**config.mk**
```make
export PLATFORM = sky130hd
export DESIGN_NAME = multi_tap_gesture_detector_flat
export DESIGN_NICKNAME = d
export VERILOG_FILES = /design/src/rtl/mtg_pkg.sv /design/src/rtl/mtg_if.sv /design/src/rtl/mtg_cfg.sv /design/src/rtl/mtg_eval.sv /design/src/rtl/multi_tap_gesture_detector.sv /design/src/flat_wrapper.sv
export SDC_FILE = /design/constraint.sdc
export NUM_CORES = 2
export LEC_CHECK = 0
export ABC_AREA = 1
export BUFFER_PORTS_ARGS = -buffer_cell sky130_fd_sc_hd__buf_2
export CORE_MARGIN = 4
export CORE_UTILIZATION = 28
export DETAILED_ROUTE_END_ITERATION = 8
export PLACE_DENSITY_LB_ADDON = 0.12
export RECOVER_POWER = 25
export SETUP_SLACK_MARGIN = 0.2
export SYNTH_ARGS = -nofsm -noshare
export SYNTH_HDL_FRONTEND = slang
export SYNTH_SLANG_ARGS = --single-unit
```
**constraint.sdc**
```tcl
create_clock -name i_clk -period 27.3 [get_ports i_clk]
set_input_delay 4.095 -clock i_clk [delete_from_list [all_inputs] [get_ports i_clk]]
set_output_delay 4.095 -clock i_clk [all_outputs]
set_load 0.02 [all_outputs]
```
**src/rtl/mtg_pkg.sv**
```systemverilog
// Package for the multi-tap gesture detector.
// Holds the item, state, result and configuration types and the code constants.
// No dependencies; every other file but mtg_if imports it.
package mtg_pkg;

    typedef enum logic [1:0] {
        KIND_BEGAN     = 2'd0,
        KIND_MOVED     = 2'd1,
        KIND_ENDED     = 2'd2,
        KIND_CANCELLED = 2'd3
    } t_kind;

    localparam int unsigned CFG_IDX_W  = 3;
    localparam int unsigned CFG_DATA_W = 16;

    typedef enum logic [CFG_IDX_W-1:0] {
        CFG_REQUIRED_TAPS  = 3'd0,
        CFG_TAP_GAP_TIME   = 3'd1,
        CFG_PRESS_TIME     = 3'd2,
        CFG_TAP_GAP_DIST   = 3'd3,
        CFG_PRESS_DIST     = 3'd4
    } t_cfg_reg;

    localparam logic [3:0]  RST_REQUIRED_TAPS = 4'd1;
    localparam logic [15:0] RST_TAP_GAP_TIME  = 16'd750;
    localparam logic [15:0] RST_PRESS_TIME    = 16'd250;
    // Distance limits are kept squared; reset values are 20*20 and 10*10.
    localparam logic [23:0] RST_TAP_GAP_DSQ   = 24'd400;
    localparam logic [23:0] RST_PRESS_DSQ     = 24'd100;

    typedef struct packed {
        logic [1:0]         event_kind;
        logic [3:0]         touch_count;
        logic signed [15:0] touch_x;
        logic signed [15:0] touch_y;
        logic [31:0]        time_ms;
    } t_in_item;

    typedef struct packed {
        logic               gesture;
        logic signed [15:0] tap_x;
        logic signed [15:0] tap_y;
    } t_res_item;

    typedef struct packed {
        logic [3:0]         tap_count;
        logic               stored_valid;
        logic signed [15:0] stored_x;
        logic signed [15:0] stored_y;
        logic [31:0]        stored_time;
    } t_state;

    typedef struct packed {
        logic [3:0]  required_taps;
        logic [15:0] tap_gap_timeout_ms;
        logic [15:0] press_timeout_ms;
        logic [23:0] tap_gap_dist_sq;
        logic [23:0] press_dist_sq;
    } t_cfg;

endpackage

```
**src/rtl/mtg_if.sv**
```systemverilog
// Valid/ready channel interfaces for the touch event and tap result items.
// Depends on nothing; the payload fields follow the block's item formats.
interface mtg_in_if;
    logic               valid;
    logic               ready;
    logic [1:0]         event_kind;
    logic [3:0]         touch_count;
    logic signed [15:0] touch_x;
    logic signed [15:0] touch_y;
    logic [31:0]        time_ms;

    modport source (output valid, event_kind, touch_count, touch_x, touch_y, time_ms,
                    input ready);
    modport sink   (input valid, event_kind, touch_count, touch_x, touch_y, time_ms,
                    output ready);
endinterface

interface mtg_out_if;
    logic               valid;
    logic               ready;
    logic               gesture;
    logic signed [15:0] tap_x;
    logic signed [15:0] tap_y;

    modport source (output valid, gesture, tap_x, tap_y, input ready);
    modport sink   (input valid, gesture, tap_x, tap_y, output ready);
endinterface

```
**src/rtl/mtg_cfg.sv**
```systemverilog
// Configuration register bank of the multi-tap gesture detector.
// Depends on mtg_pkg; distance limits are squared when written.
module mtg_cfg
    import mtg_pkg::*;
(
    input  logic                  i_clk,
    input  logic                  i_rst_n,
    input  logic                  i_cfg_we,
    input  logic [CFG_IDX_W-1:0]  i_cfg_idx,
    input  logic [CFG_DATA_W-1:0] i_cfg_data,
    output t_cfg                  o_cfg
);

    t_cfg        r_cfg;
    logic [23:0] n_dist_sq;

    // Squaring at write time keeps the multiplier off the item path.
    assign n_dist_sq = i_cfg_data[11:0] * i_cfg_data[11:0];

    always_ff @(posedge i_clk) begin
        if (!i_rst_n) begin
            r_cfg.required_taps      <= RST_REQUIRED_TAPS;
            r_cfg.tap_gap_timeout_ms <= RST_TAP_GAP_TIME;
            r_cfg.press_timeout_ms   <= RST_PRESS_TIME;
            r_cfg.tap_gap_dist_sq    <= RST_TAP_GAP_DSQ;
            r_cfg.press_dist_sq      <= RST_PRESS_DSQ;
        end else if (i_cfg_we) begin
            case (t_cfg_reg'(i_cfg_idx))
                CFG_REQUIRED_TAPS: r_cfg.required_taps      <= i_cfg_data[3:0];
                CFG_TAP_GAP_TIME:  r_cfg.tap_gap_timeout_ms <= i_cfg_data;
                CFG_PRESS_TIME:    r_cfg.press_timeout_ms   <= i_cfg_data;
                CFG_TAP_GAP_DIST:  r_cfg.tap_gap_dist_sq    <= n_dist_sq;
                CFG_PRESS_DIST:    r_cfg.press_dist_sq      <= n_dist_sq;
                default: ;
            endcase
        end
    end

    assign o_cfg = r_cfg;

endmodule

```
**src/rtl/mtg_eval.sv**
```systemverilog
// Single-pass evaluation of one touch event against the tap state.
// Depends on mtg_pkg; purely combinational, the caller registers the results.
module mtg_eval
    import mtg_pkg::*;
(
    input  t_in_item  i_item,
    input  t_state    i_state,
    input  t_cfg      i_cfg,
    output t_state    o_state,
    output t_res_item o_res
);

    logic [31:0]        time_diff;
    logic signed [16:0] dx;
    logic signed [16:0] dy;
    logic signed [33:0] dx_sq;
    logic signed [33:0] dy_sq;
    logic [34:0]        dist_sq;
    logic               gap_ok;
    logic               press_ok;
    logic               several;
    logic [3:0]         cnt_inc;

    assign time_diff = i_item.time_ms - i_state.stored_time;
    assign dx = {i_item.touch_x[15], i_item.touch_x} - {i_state.stored_x[15], i_state.stored_x};
    assign dy = {i_item.touch_y[15], i_item.touch_y} - {i_state.stored_y[15], i_state.stored_y};
    assign dx_sq = dx * dx;
    assign dy_sq = dy * dy;
    assign dist_sq = {1'b0, $unsigned(dx_sq)} + {1'b0, $unsigned(dy_sq)};

    assign gap_ok   = (time_diff < {16'd0, i_cfg.tap_gap_timeout_ms})
                   && (dist_sq < {11'd0, i_cfg.tap_gap_dist_sq});
    assign press_ok = (time_diff < {16'd0, i_cfg.press_timeout_ms})
                   && (dist_sq < {11'd0, i_cfg.press_dist_sq});

    assign several = i_item.touch_count > 4'd1;
    assign cnt_inc = i_state.tap_count + 4'd1;

    always_comb begin
        o_state = i_state;
        o_res   = '0;
        if (several) begin
            o_state.tap_count    = '0;
            o_state.stored_valid = 1'b0;
        end else begin
            case (t_kind'(i_item.event_kind))
                KIND_CANCELLED: begin
                    o_state.tap_count    = '0;
                    o_state.stored_valid = 1'b0;
                end
                KIND_BEGAN: begin
                    // A late or distant press starts a new sequence.
                    if (i_state.tap_count != 4'd0 && !gap_ok) begin
                        o_state.tap_count = '0;
                    end
                    o_state.stored_valid = 1'b1;
                    o_state.stored_x     = i_item.touch_x;
                    o_state.stored_y     = i_item.touch_y;
                    o_state.stored_time  = i_item.time_ms;
                end
                KIND_ENDED: begin
                    if (i_state.stored_valid && press_ok) begin
                        o_state.tap_count   = cnt_inc;
                        o_state.stored_x    = i_item.touch_x;
                        o_state.stored_y    = i_item.touch_y;
                        o_state.stored_time = i_item.time_ms;
                        if (cnt_inc == i_cfg.required_taps) begin
                            o_state.tap_count    = '0;
                            o_state.stored_valid = 1'b0;
                            o_res.gesture        = 1'b1;
                            o_res.tap_x          = i_item.touch_x;
                            o_res.tap_y          = i_item.touch_y;
                        end
                    end
                end
                default: ;
            endcase
        end
    end

endmodule

```
**src/rtl/multi_tap_gesture_detector.sv**
```systemverilog
// Top level of the multi-tap gesture detector.
// Depends on mtg_pkg, mtg_if, mtg_cfg and mtg_eval.
//
// Each touch event item yields exactly one result item: gesture is 1 with the
// release position when the configured number of close taps completes, and 0
// with zero positions otherwise. An accepted item sits in an input register,
// is evaluated against the tap state combinationally, and its result lands in
// an output register when that register is free or drains; the result is
// presented from the output register and holds there until it is taken. One
// item per clock is sustained while results are taken. The per-cycle path is
// the position difference, two 17x17 squarings, a 35-bit add and the limit
// compares. Distance limits are squared as they are written. Configuration
// writes are one per clock with no read-back and belong to idle periods.
module multi_tap_gesture_detector
    import mtg_pkg::*;
(
    input  logic                  i_clk,
    input  logic                  i_rst_n,
    mtg_in_if.sink                i_in,
    mtg_out_if.source             o_out,
    input  logic                  i_cfg_we,
    input  logic [CFG_IDX_W-1:0]  i_cfg_idx,
    input  logic [CFG_DATA_W-1:0] i_cfg_data
);

    t_cfg      cfg;
    t_in_item  r_in;
    logic      r_in_valid;
    t_state    r_state;
    t_state    n_state;
    t_res_item n_res;
    t_res_item r_res;
    logic      r_out_valid;
    logic      advance;
    logic      in_ready;
    logic      in_take;

    mtg_cfg u_cfg (
        .i_clk      (i_clk),
        .i_rst_n    (i_rst_n),
        .i_cfg_we   (i_cfg_we),
        .i_cfg_idx  (i_cfg_idx),
        .i_cfg_data (i_cfg_data),
        .o_cfg      (cfg)
    );

    mtg_eval u_eval (
        .i_item  (r_in),
        .i_state (r_state),
        .i_cfg   (cfg),
        .o_state (n_state),
        .o_res   (n_res)
    );

    // The held item moves on whenever the output register is free or drains.
    assign advance  = r_in_valid && (!r_out_valid || o_out.ready);
    assign in_ready = !r_in_valid || advance;
    assign in_take  = i_in.valid && in_ready;

    assign i_in.ready  = in_ready;
    assign o_out.valid = r_out_valid;
    assign o_out.gesture = r_res.gesture;
    assign o_out.tap_x   = r_res.tap_x;
    assign o_out.tap_y   = r_res.tap_y;

    always_ff @(posedge i_clk) begin
        if (!i_rst_n) begin
            r_in_valid  <= 1'b0;
            r_out_valid <= 1'b0;
            r_state     <= '0;
        end else begin
            if (in_take) begin
                r_in_valid <= 1'b1;
            end else if (advance) begin
                r_in_valid <= 1'b0;
            end
            if (advance) begin
                r_out_valid <= 1'b1;
                r_state     <= n_state;
            end else if (o_out.ready) begin
                r_out_valid <= 1'b0;
            end
        end
    end

    always_ff @(posedge i_clk) begin
        if (in_take) begin
            r_in.event_kind  <= i_in.event_kind;
            r_in.touch_count <= i_in.touch_count;
            r_in.touch_x     <= i_in.touch_x;
            r_in.touch_y     <= i_in.touch_y;
            r_in.time_ms     <= i_in.time_ms;
        end
        if (advance) begin
            r_res <= n_res;
        end
    end

    // A pending tap count always has a stored event behind it.
    a_count_needs_store: assert property (@(posedge i_clk) disable iff (!i_rst_n)
        r_state.tap_count != 4'd0 |-> r_state.stored_valid)
        else $error("tap count pending without a stored event");

    // Firing an action always leaves the sequence cleared.
    a_fire_clears: assert property (@(posedge i_clk) disable iff (!i_rst_n)
        advance && n_res.gesture |=> r_state.tap_count == 4'd0 && !r_state.stored_valid)
        else $error("state not cleared after an action");

    // Results without an action carry zero positions.
    a_idle_result_zero: assert property (@(posedge i_clk) disable iff (!i_rst_n)
        r_out_valid && !r_res.gesture |-> r_res.tap_x == 16'sd0 && r_res.tap_y == 16'sd0)
        else $error("nonzero position on a result without an action");

    // The evaluated state changes only when an item passes to the output.
    a_state_holds: assert property (@(posedge i_clk) disable iff (!i_rst_n)
        !advance |=> $stable(r_state.tap_count) && $stable(r_state.stored_valid))
        else $error("tap state changed without an item");

endmodule

```
**src/flat_wrapper.sv**
```systemverilog
// flat-port wrapper written by rule: the top's interface ports become plain ports
module multi_tap_gesture_detector_flat import mtg_pkg::*;
  (i_clk, i_rst_n, i_cfg_we, i_cfg_idx, i_cfg_data, i_in_valid, i_in_event_kind, i_in_touch_count, i_in_touch_x, i_in_touch_y, i_in_time_ms, i_in_ready, o_out_valid, o_out_gesture, o_out_tap_x, o_out_tap_y, o_out_ready);
  mtg_in_if i_in_i ();
  mtg_out_if o_out_i ();
  input  logic i_clk;
  input  logic i_rst_n;
  input  logic i_cfg_we;
  input  logic [CFG_IDX_W-1:0] i_cfg_idx;
  input  logic [CFG_DATA_W-1:0] i_cfg_data;
  input wire logic [$bits(i_in_i.valid)-1:0] i_in_valid;
  input wire logic [$bits(i_in_i.event_kind)-1:0] i_in_event_kind;
  input wire logic [$bits(i_in_i.touch_count)-1:0] i_in_touch_count;
  input wire logic [$bits(i_in_i.touch_x)-1:0] i_in_touch_x;
  input wire logic [$bits(i_in_i.touch_y)-1:0] i_in_touch_y;
  input wire logic [$bits(i_in_i.time_ms)-1:0] i_in_time_ms;
  output wire logic [$bits(i_in_i.ready)-1:0] i_in_ready;
  output wire logic [$bits(o_out_i.valid)-1:0] o_out_valid;
  output wire logic [$bits(o_out_i.gesture)-1:0] o_out_gesture;
  output wire logic [$bits(o_out_i.tap_x)-1:0] o_out_tap_x;
  output wire logic [$bits(o_out_i.tap_y)-1:0] o_out_tap_y;
  input wire logic [$bits(o_out_i.ready)-1:0] o_out_ready;
  assign i_in_i.valid = i_in_valid;
  assign i_in_i.event_kind = i_in_event_kind;
  assign i_in_i.touch_count = i_in_touch_count;
  assign i_in_i.touch_x = i_in_touch_x;
  assign i_in_i.touch_y = i_in_touch_y;
  assign i_in_i.time_ms = i_in_time_ms;
  assign i_in_ready = i_in_i.ready;
  assign o_out_valid = o_out_i.valid;
  assign o_out_gesture = o_out_i.gesture;
  assign o_out_tap_x = o_out_i.tap_x;
  assign o_out_tap_y = o_out_i.tap_y;
  assign o_out_i.ready = o_out_ready;
  multi_tap_gesture_detector u_core (.i_clk(i_clk), .i_rst_n(i_rst_n), .i_in(i_in_i), .o_out(o_out_i), .i_cfg_we(i_cfg_we), .i_cfg_idx(i_cfg_idx), .i_cfg_data(i_cfg_data));
endmodule
```
==> impl_metrics.ini <==
[synth]
synth.ff_latch_count = 255
syn-cell-area_um2 = 40770
netlist_top_cells_area = sky130_fd_sc_hd__fa_1 (31%), sky130_fd_sc_hd__inv_1 (13%), sky130_fd_sc_hd__ha_1 (12%), sky130_fd_sc_hd__nand2_1 (9.1%), sky130_fd_sc_hd__dfxtp_1 (7.5%)
cell_count_after_synthesis = 5216
sequential_element_share_of_the_synthesized_area = 0.1502
synth-main-ff-cell = sky130_fd_sc_hd__dfxtp_1
synthArstFlopShare = 0
syn_nets = 6331
synth_cell_type_count = 53
synth-warning-count = 0
yosysTopAreaCellShare = 0.3059
synth_top_area_cell = sky130_fd_sc_hd__fa_1
synth-edff-count = 102
synth.avg_cell_area_um2 = 7.817

[timing]
timing.final.max_slew_violations = 108
fin_crit_ns = 13.36
clock_skew_ns = 0.03659
hold_viol = 0
hold_slack_ns = 0.4638
max_freq_mhz = 74.84
final.period_utilization = 0.4894
rsz0062_at_grt = no
final.setup.worst_slack_ns = 13.94
tightest_slew_ns = 3.807
setup-tns-final_ns = 0
setup_viol = 0
slew_headroom = -1.538

[routing]
postRouteAntennaNets = 0
first_iter_violations = 1587
drc_errors = 0
dr.pass1.iters = 5
drt-wirelength-per-cell_um = 16.50
detail_route.vias_per_cell = 4.341
route.final.wire_length_um = 119400
vias = 31425

[floorplanning]
chip_height_um = 389.6
die-area_um2 = 151800
floorplan.core_area_um2 = 144200
fp-row-count = 139
boundaryPins = 129
start_util = 0.2828
dieWidth_um = 389.6

[setup_path]
timing.critical_path.arrival_ns = 13.86
required_ns = 27.80
worst_path_max_delay_cell = sky130_fd_sc_hd__buf_4
critPathMaxStageDelay_ns = 0.89
path_common_cell = sky130_fd_sc_hd__nand2_1
path_class = reg -> reg
setup.worst_path.start_class = register
cp-end-kind = register
crit_path_max_fanout = 96
worst-r2r-setup-slack_ns = 13.94

[status]
run_status = complete, but fails checks
failed_checks = capacitance limit, slew limit

[global_routing]
grt_start_max_net_pins = 97
via_count_of_the_first_global_routing_pass = 33051
overflow = 0
initial_antenna_violation_count = 9
grt_pass1_wl_um = 190000
track_usage = 0.1595

[hold_path]
min-delay-path-class = reg -> reg

[clock_network]
tritoncts_clock_tree = done
worst_skew_pair.late_latency_ns = 0.62
post_cts_resize_count = 0
num_cts_buffers = 31
total_setup_buffers_inserted_after_cts = 0
cts_hold_buf = 0
clk_pin_slew_ns = 0.06
htree_levels = 1
clock_tree.root_cell = sky130_fd_sc_hd__clkbuf_16
clockBufferDepth = 3
cts_num_sinks = 255

[placed_design]
worst_slack_placed_ns = 13.85
io_buffers = 127
gp_routability_congestion = 0.8597
place_area_um2 = 43570
hpwlAfterDp_um = 100300

[final_layout]
fin_area_um2 = 44530
drive_above_1_share = 0.04857
final_net_count = 6424
area_growth_syn_to_layout_pct = 9.203

[run]
drv_cap = 2
-- metrics by stage --
stage / std cells / util
floorplan: 5216 / -
global route: 7238 / 0.3088
detailed placement: 7179 / 0.3022
global placement: 7179 / 0.3022
finish: 7239 / 0.3088
CTS: 7236 / 0.3089
-- sequential cells by signal, indices dropped and copies added, names as in the netlist --
register              cells
u_core.o_out.tap_y       16
u_core.r_in_valid         1
u_core.o_out.gesture      1
u_core.r_in              69
u_core.r_state           69
u_core.u_cfg.o_cfg       82
u_core.o_out.tap_x       16
u_core.o_out.valid        1
-- cells in the final DEF (no fill, tap or decap), types with 8 or more instances in the layout --
| master | netlist | routed |
|---|---|---|
| sky130_fd_sc_hd__nand2_1 | 984 | 984 |
| sky130_fd_sc_hd__clkbuf_16 | 0 | 32 |
| sky130_fd_sc_hd__buf_4 | 1 | 34 |
| sky130_fd_sc_hd__nand3b_1 | 41 | 41 |
| sky130_fd_sc_hd__buf_2 | 15 | 121 |
| sky130_fd_sc_hd__clkinv_1 | 15 | 16 |
| sky130_fd_sc_hd__inv_1 | 1394 | 1392 |
| sky130_fd_sc_hd__a21o_1 | 11 | 11 |
| sky130_fd_sc_hd__xor2_1 | 92 | 91 |
| sky130_fd_sc_hd__nor3_1 | 22 | 21 |
| sky130_fd_sc_hd__inv_2 | 14 | 15 |
| sky130_fd_sc_hd__edfxtp_1 | 102 | 102 |
| sky130_fd_sc_hd__o21ai_1 | 9 | 9 |
| sky130_fd_sc_hd__fa_1 | 623 | 623 |
| sky130_fd_sc_hd__o21bai_1 | 11 | 11 |
| sky130_fd_sc_hd__clkbuf_1 | 57 | 17 |
| sky130_fd_sc_hd__dfxtp_1 | 153 | 153 |
| sky130_fd_sc_hd__a31oi_1 | 18 | 18 |
| sky130_fd_sc_hd__nand3_1 | 125 | 125 |
| sky130_fd_sc_hd__o211ai_1 | 24 | 24 |
| sky130_fd_sc_hd__nor2_1 | 480 | 479 |
| sky130_fd_sc_hd__ha_1 | 398 | 398 |
| sky130_fd_sc_hd__or2_2 | 13 | 13 |
| sky130_fd_sc_hd__a21oi_1 | 306 | 306 |
| sky130_fd_sc_hd__nor2_2 | 8 | 8 |
| sky130_fd_sc_hd__xnor2_1 | 61 | 61 |
| sky130_fd_sc_hd__o21ai_0 | 120 | 120 |
| sky130_fd_sc_hd__nand4_1 | 26 | 26 |
| sky130_fd_sc_hd__a211oi_1 | 10 | 10 |
-- cell usage after synthesis, types with 24 or more instances --
library cell	instances
sky130_fd_sc_hd__a21oi_1	306
sky130_fd_sc_hd__clkbuf_1	57
sky130_fd_sc_hd__dfxtp_1	153
sky130_fd_sc_hd__edfxtp_1	102
sky130_fd_sc_hd__fa_1	623
sky130_fd_sc_hd__ha_1	398
sky130_fd_sc_hd__inv_1	1394
sky130_fd_sc_hd__nand2_1	984
sky130_fd_sc_hd__nand3_1	125
sky130_fd_sc_hd__nand3b_1	41
sky130_fd_sc_hd__nand4_1	26
sky130_fd_sc_hd__nor2_1	480
sky130_fd_sc_hd__o211ai_1	24
sky130_fd_sc_hd__o21ai_0	120
sky130_fd_sc_hd__xnor2_1	61
sky130_fd_sc_hd__xor2_1	92
-- critical path: cells and delay by family (launching register included) --
family / cells / cell delay [ns]
AO/OA/AOI/OAI: 7 / 1.94
XOR/XNOR: 2 / 0.46
adder cells (fa/ha/maj): 10 / 4.31
buffers and inverters: 11 / 2.25
flip-flops: 1 / 0.35
AND/OR/NAND/NOR: 24 / 3.86
-- metal layers --
| layer | up-vias | share of wire | wire, µm | GRT usage |
|---|---|---|---|---|
| met3 | 90 | 0.035 | 4238 | 0.01378 |
| li1 | 15790 | - | - | - |
| met4 | 0 | 0.020 | 2351 | 0.02860 |
| met2 | 490 | 0.46 | 55400 | 0.2666 |
| met1 | 15055 | 0.48 | 57430 | 0.2273 |
| met5 | - | 0 | 0 | 0 |
-- final cells by class --
type | instances | area (µm²)
Multi-Input combinational cell | 3436 | 28820
Timing Repair Buffer | 162 | 887.1
Clock inverter | 11 | 71.32
Sequential cell | 255 | 6126
Antenna cell | 3 | 7.507
Inverter | 1423 | 5343
Tap cell | 1903 | 2381
Fill cell | 15677 | 99650
Clock buffer | 46 | 893.4
-- kinds of logic (layout without fill, tap and decap cells) --
| group | count (synthesis) | after routing | synth area share |
|---|---|---|---|
| AND/OR/NAND/NOR | 1725 | 1725 | 0.1726 |
| buffers and inverters | 1525 | 1642 | 0.1436 |
| adder cells (fa/ha/maj) | 1021 | 1021 | 0.4280 |
| AO/OA/AOI/OAI | 534 | 534 | 0.07174 |
| flip-flops | 255 | 255 | 0.1502 |
| XOR/XNOR | 154 | 154 | 0.03326 |
| multiplexers | 2 | 2 | 0.0004910 |
| other | 0 | 3 | 0 |
-- path summary, 6_finish.rpt --
path / startpoint / end / cells past startpoint
hold reg to reg: u_core.u_cfg.o_cfg[4]$_SDFFE_PN0P_ / u_core.u_cfg.o_cfg[4]$_SDFFE_PN0P_ / 2
setup / recovery: u_core.r_in[32]$_DFFE_PP_ / u_core.r_state[51]$_SDFFE_PN0P_ / 54
hold / removal: u_core.u_cfg.o_cfg[4]$_SDFFE_PN0P_ / u_core.u_cfg.o_cfg[4]$_SDFFE_PN0P_ / 2
setup reg to reg: u_core.r_in[32]$_DFFE_PP_ / u_core.r_state[51]$_SDFFE_PN0P_ / 54
Power is not shown: default switching activity piles up to over one toggle a cycle in this logic, so the estimate is an artifact.
